## src/rtl/core/twcr_pkg.sv

```systemverilog
package twcr_pkg;

  // Texture and screen geometry
  localparam int TEX_SIZE    = 64;
  localparam int SCREEN_H    = 64;
  localparam int TEX_BITS    = $clog2(TEX_SIZE);
  localparam int FACE_STRIDE = TEX_SIZE * TEX_SIZE;

  // Field widths fixed by the item formats
  localparam int STORE_AW    = 14;
  localparam int STORE_DEPTH = 1 << STORE_AW;
  localparam int COLOR_W     = 32;
  localparam int COL_W       = 10;
  localparam int POS_W       = 18;
  localparam int POS_FRAC    = 8;
  localparam int DIR_W       = 16;
  localparam int DIST_W      = 16;
  localparam int PIX_Y_W     = 6;
  localparam int FRAC_W      = 22;

  // Span arithmetic
  localparam int HALF_H   = SCREEN_H / 2;
  localparam int SPAN_NUM = SCREEN_H * 128;
  localparam int HQ_W     = $clog2(SPAN_NUM + 1);
  localparam int SPAN_W   = $clog2(2 * SPAN_NUM + 2);
  localparam int ROW_W    = HQ_W + 2;
  localparam int Y_W      = $clog2(SCREEN_H + 1);
  localparam int TQ_W     = TEX_BITS + 2;

  // Shared divider
  localparam int DVD_W = $clog2(SPAN_NUM * TEX_SIZE + 1);
  localparam int DVS_W = (DIST_W > SPAN_W) ? DIST_W : SPAN_W;

  // Item queue
  localparam int QUEUE_DEPTH = 4;
  localparam int QPTR_W      = $clog2(QUEUE_DEPTH);
  localparam int QCNT_W      = $clog2(QUEUE_DEPTH + 1);

  typedef enum logic {
    OP_LOAD = 1'b0,
    OP_DRAW = 1'b1
  } twcr_op_t;

  typedef enum logic [1:0] {
    FACE_EAST  = 2'd0,
    FACE_WEST  = 2'd1,
    FACE_SOUTH = 2'd2,
    FACE_NORTH = 2'd3
  } twcr_face_t;

  typedef struct packed {
    twcr_op_t                op;
    logic [STORE_AW-1:0]     index;
    logic [COLOR_W-1:0]      color;
    logic [COL_W-1:0]        column;
    twcr_face_t              face;
    logic [TEX_BITS-1:0]     tx;
    logic [DIST_W-1:0]       wall_dist;
  } twcr_item_t;

  typedef struct packed {
    logic              empty;
    logic              full;
    logic [QCNT_W-1:0] count;
  } twcr_qstat_t;

endpackage

```

## src/rtl/core/twcr_queue.sv

```systemverilog
module twcr_queue import twcr_pkg::*; (
  input  logic        clk,
  input  logic        rst_n,
  input  logic        push,
  input  twcr_item_t  item,
  input  logic        pop,
  output twcr_item_t  head,
  output twcr_qstat_t qstat
);

  twcr_item_t        slots_r [QUEUE_DEPTH];
  logic [QPTR_W-1:0] wr_ptr_r;
  logic [QPTR_W-1:0] rd_ptr_r;
  logic [QCNT_W-1:0] count_r;

  always_comb begin
    head        = slots_r[rd_ptr_r];
    qstat.empty = (count_r == '0);
    qstat.full  = (count_r == QCNT_W'(QUEUE_DEPTH));
    qstat.count = count_r;
  end

  always_ff @(posedge clk) begin
    if (!rst_n) begin
      wr_ptr_r <= '0;
      rd_ptr_r <= '0;
      count_r  <= '0;
    end else begin
      if (push) wr_ptr_r <= wr_ptr_r + QPTR_W'(1);
      if (pop)  rd_ptr_r <= rd_ptr_r + QPTR_W'(1);
      priority if (push && !pop) count_r <= count_r + QCNT_W'(1);
      else if (pop && !push)     count_r <= count_r - QCNT_W'(1);
    end
  end

  always_ff @(posedge clk) begin
    if (push) slots_r[wr_ptr_r] <= item;
  end

endmodule

```

## config.mk

```make
export PLATFORM = sky130hd
export DESIGN_NAME = twcr_queue
export DESIGN_NICKNAME = d
export VERILOG_FILES = /design/src/rtl/core/twcr_pkg.sv /design/src/rtl/core/twcr_queue.sv
export SDC_FILE = /design/constraint.sdc
export NUM_CORES = 1
export LEC_CHECK = 0
export BUFFER_PORTS_ARGS = -buffer_cell sky130_fd_sc_hd__buf_2
export CAP_MARGIN = 10
export CORE_ASPECT_RATIO = 1.2
export CORE_MARGIN = 2
export CORE_UTILIZATION = 50
export CTS_BUF_LIST = sky130_fd_sc_hd__clkbuf_8
export DETAILED_ROUTE_END_ITERATION = 10
export PLACE_DENSITY = 0.78
export RECOVER_POWER = 50
export SYNTH_ARGS = -nofsm -noshare
export SYNTH_HDL_FRONTEND = slang
export SYNTH_SLANG_ARGS = --single-unit
```

## constraint.sdc

```tcl
create_clock -name clk -period 4.14 [get_ports clk]
set_input_delay 0.828 -clock clk [delete_from_list [all_inputs] [get_ports clk]]
set_output_delay 0.828 -clock clk [all_outputs]
set_load 0.02 [all_outputs]
```

**Word level (Yosys, flattened, before mapping)**

Memory sizes are Yosys's and may differ from the RTL's. A register that Yosys moved wholly into a read port is not among the register bits.
Cells that the tools add are included.

- Bits in writable memories: 324
- Bits of input ports: 85
- Memories kept: 1
- Register bits after elaboration: 7
- Output and inout bits: 86
- Word-level logic and storage cells: 21

Memory list:

| memory | words | bits a word | rd ports | clocked after Yosys merged registers in | wr ports | line | text |
|---|---|---|---|---|---|---|---|
| slots_r | 4 | 81 | 1 | 1 | 1 | twcr_queue.sv:11 | `twcr_item_t slots_r [QUEUE_DEPTH];` |

- Reduce and logical (&&, ||, !) cells: 6
- Equal/unequal tests: 1
- Muxes and demuxes: 6
- Add/subtract/negate cells: 4

Operators with widths:

| operator | count |
|---|---|
| $mux 3 | 2 |
| $add 2x1->2 const B | 2 |
| $mux 2 | 2 |
| $add 3x1->3 const B | 1 |
| $eq 3x3->1 const B | 1 |
| $logic_not 3->1 | 1 |
| $sub 3x1->3 const B | 1 |
| $logic_and 1x1->1 | 2 |
| $logic_not 1->1 | 2 |
| $mux 1 | 2 |
| $reduce_bool 2->1 | 1 |

**Longest topological paths before layout**

- Depth after elaboration: 4
- Depth in mapped cells: 7
- Mapped depth without buffers: 7

**Least setup slack after synthesis**

OpenSTA, ideal clock, no wires.

- Path type: input to register
- Start point: in push
- End point: mem slots_r[0][0] in the netlist's numbering, enable pin
- Data arrival time: 2713 ps
- Stages: 1
- Setup slack: 979 ps
- Data required time: 3692 ps
- Path through: and2_1

- Word-level cells in the longest chain between the ends: 2

RTL lines:

| element | line | text |
|---|---|---|
| start: declaration | twcr_queue.sv:4 | `input logic push,` |
| $mux 1 | twcr_queue.sv:37 | `if (push) slots_r[wr_ptr_r] <= item;` |
| $mux 1 (not written as such) | twcr_queue.sv:37 |  |
| end: declaration | twcr_queue.sv:11 |  |

No other way between the ends.

==> run metrics <==
worst vdd ir 335 uV; CP max-delay cell dfxtp_4; skew final 0.0206 ns; met3 wire len 1.45 mm; Die ar. 0.0257 sq mm; cts hold-fix bufs 0; WP buf/inv 2; Seq/Total Area, Yosys about four fifths; htree depth 2; synthesis-to-finish area growth 16.9%; post-synthesis cell count 466; largest net degree at the start of global routing 45; #FFs+latches synth roughly 330; outcome complete, but fails checks; CTS Buf Count 48; Final Instance Area ~0.014 sq mm; latest clock arrival within the worst-skew pair 0.56 ns; Clk pwr share 35.5%; reg-to-reg endpoint slots_r[3][10]; core box area 0.0240 sq mm; placer congestion estimate 0.698; CP top delay family flip-flops; met2 wire length 11.6 mm; Starting Density around 51%; Worst R2R Start wr_ptr_r[0]; Post-DP HPWL 13.5 mm; detailed-route via count ~5.5k; CTS resizes 0; hold-critical path depth 1; aggregate routed wire length 22.0 mm; layout cell share with drive strength beyond 1 34.7%; P_int about 5.6 mW; Synth cell types 21; Layout fillers 1726; Slew headroom -44.3%; Cell Rows 62; Max Cap Viol 2; Root Driver clkbuf_8; Die H 175 um; endpoint of the worst hold path slots_r[1][21]; Vias per Instance 5.38; Cell Area, Placed 0.0134 sq mm; crit path kind register to output port; count of pins over their slew limit 78; CTS tree yes; Initial DRC Count approximately 360; crit-path cells buf_12, mux4_2, buf_2; fin crit share 77.0%; NetSw 1.68 mW; post-synth net total ~560; initial antenna violation count 1; R2R Setup Slk between 1 and 1.5 ns; crit-path max FO 28; DIE WIDTH 147 um; PwrDens about 500 mW/mm^2; static leakage 4.66 nW; CP endpoint kind output port; Setup Buffers After CTS 0; Reg2Reg Depth 3; Data required, critical path 3.31 ns; Final Hold Fails 0; GR Overflow Total 0; vias in the first global route 6136; max layer used met5; Syn Area/Cell approximately 26 sq um; Slew @ Worst Pin 2.16 ns; FMAX 0.314 GHz; Hold Crit Start item[21]; failing checks capacitance limit, slew limit; sequential share of power 53.9%; post-layout net count 767; First-pass DRT Iterations 4; CP max stage delay a little over 0.7 ns; Final min period 3.19 ns; CTS Buffer Depth 3; M1 WL 8.42 mm; IO Port Bufs 170; RSZ-0062 raised after global routing false; switching share of power around 23%; Setup crit start kind register; CTS clk-pin slew, worst paths 0.07 ns; PnR Total Power roughly 7.3 mW; CP arrival between 2 and 2.5 ns; GR Util All Layers about 17%; Clock Sinks about 330; YS warnings 0; first-pass GRT wire length approximately 34 mm; Post-route DRC 0; Routed Antenna Nets 0; I/O Pins 171; Synth Cell Area ~0.012 sq mm; Setup Viol. Count Final 0; WL per Instance 21.3 um; combinational power share 10.6%; Final TNS setup 0 ns; Hold Crit Class input port to register
registers in the layout, summed over array words and instances, names as in the netlist, named ones only:
| register | count |
|---|---|
| rd_ptr_r | 2 |
| wr_ptr_r | 2 |
| slots_r | 324 |
| count_r | 3 |
worst max path at each step:
stage | cells after the start | end | slack, ns | from
floorplan | 1 | slots_r[0][0] | 0.98 | push
global placement | 3 | head[60] | 1.45 | register
detailed placement | 3 | head[60] | 1.44 | register
CTS | 3 | head[60] | 0.86 | register
global route | 3 | head[11] | 0.77 | register
finish | 3 | head[60] | 0.95 | register
power groups by stage:
stage	Clock (mW)	Combinational [mW]	Sequential, mW
2_1_floorplan	0	0.553	3.99
3_3_place_gp	0	0.783	4.00
3_5_place_dp	0	0.802	4.02
4_1_cts	2.68	0.804	3.95
5_1_grt	2.81	0.832	3.96
6_report	2.60	0.776	3.94
worst register-to-register path, delay by kind of cell (launching register included):
family	cells	cell delay, ns
adders and majority gates	1	0.17
and+or+nand+nor	1	1.60
buffers and inverters	1	0.36
DFF	1	0.39
per-layer routing:
metal	up-vias	GRT usage, %
met5	-	0
met4	2	5.74
met3	40	5.01
met2	182	30.3
met1	2903	21.4
li1	2420	-
metrics by stage:
stage | hold WS (ns) | util, % | cells | setup WS, ns
floorplan | 0.528 | - | 466 | 0.979
CTS | 0.443 | 60.0 | 1031 | 0.862
global placement | 0.498 | 55.9 | 946 | 1.45
global route | 0.518 | 59.6 | 1031 | 0.772
detailed placement | 0.535 | 55.9 | 946 | 1.44
finish | 0.523 | 59.6 | 1032 | 0.951
cells in the mapped netlist (all sizes together):
master | n | area, sq um
inv | 4 | 15.0
dfxtp | 9 | 180
edfxtp | 324 | 9730
nand2 | 1 | 3.75
mux2i | 2 | 20.0
buf | 17 | 211
nor3b | 1 | 7.51
xor2 | 3 | 26.3
xnor2 | 2 | 17.5
or3 | 1 | 6.26
and2 | 9 | 56.3
fa | 1 | 20.0
o21ai | 1 | 5.00
nor2b | 2 | 12.5
mux4 | 81 | 1820
ha | 5 | 62.6
nor3 | 1 | 5.00
clkbuf | 1 | 3.75
a21boi | 1 | 7.51
cell families after synthesis:
| logic type | share of synthesized area (%) |
|---|---|
| flops | 81.1 |
| mux | 15.1 |
| buf+inv | 1.88 |
| simple gates | 0.748 |
| fa+ha+maj | 0.676 |
| xor+xnor | 0.359 |
| compound gates | 0.102 |
cell type report:
type | count | area [sq um] | share of cell area, %
Multi-Input combinational cell | 111 | 2080 | 14.6
Timing Repair Buffer | 178 | 882 | 6.18
Tap cell | 320 | 400 | 2.80
Inverter | 4 | 15.0 | 0.105
Antenna cell | 1 | 2.50 | 0.0175
Clock buffer | 54 | 743 | 5.20
Sequential cell | 333 | 9920 | 69.4
Clock inverter | 31 | 241 | 1.69
cell usage in the layout, fill, tap and decap left out, types with 4 or more instances in the layout:
cell type	count
clkinv_2	6
clkbuf_8	54
clkinv_1	9
buf_2	87
and2_0	4
mux4_2	81
ha_1	5
dfxtp_1	7
clkbuf_1	83
edfxtp_1	324
inv_1	13
bufinv_16	4
buf_12	6
Note: power is estimated with default switching activity, not from simulation.
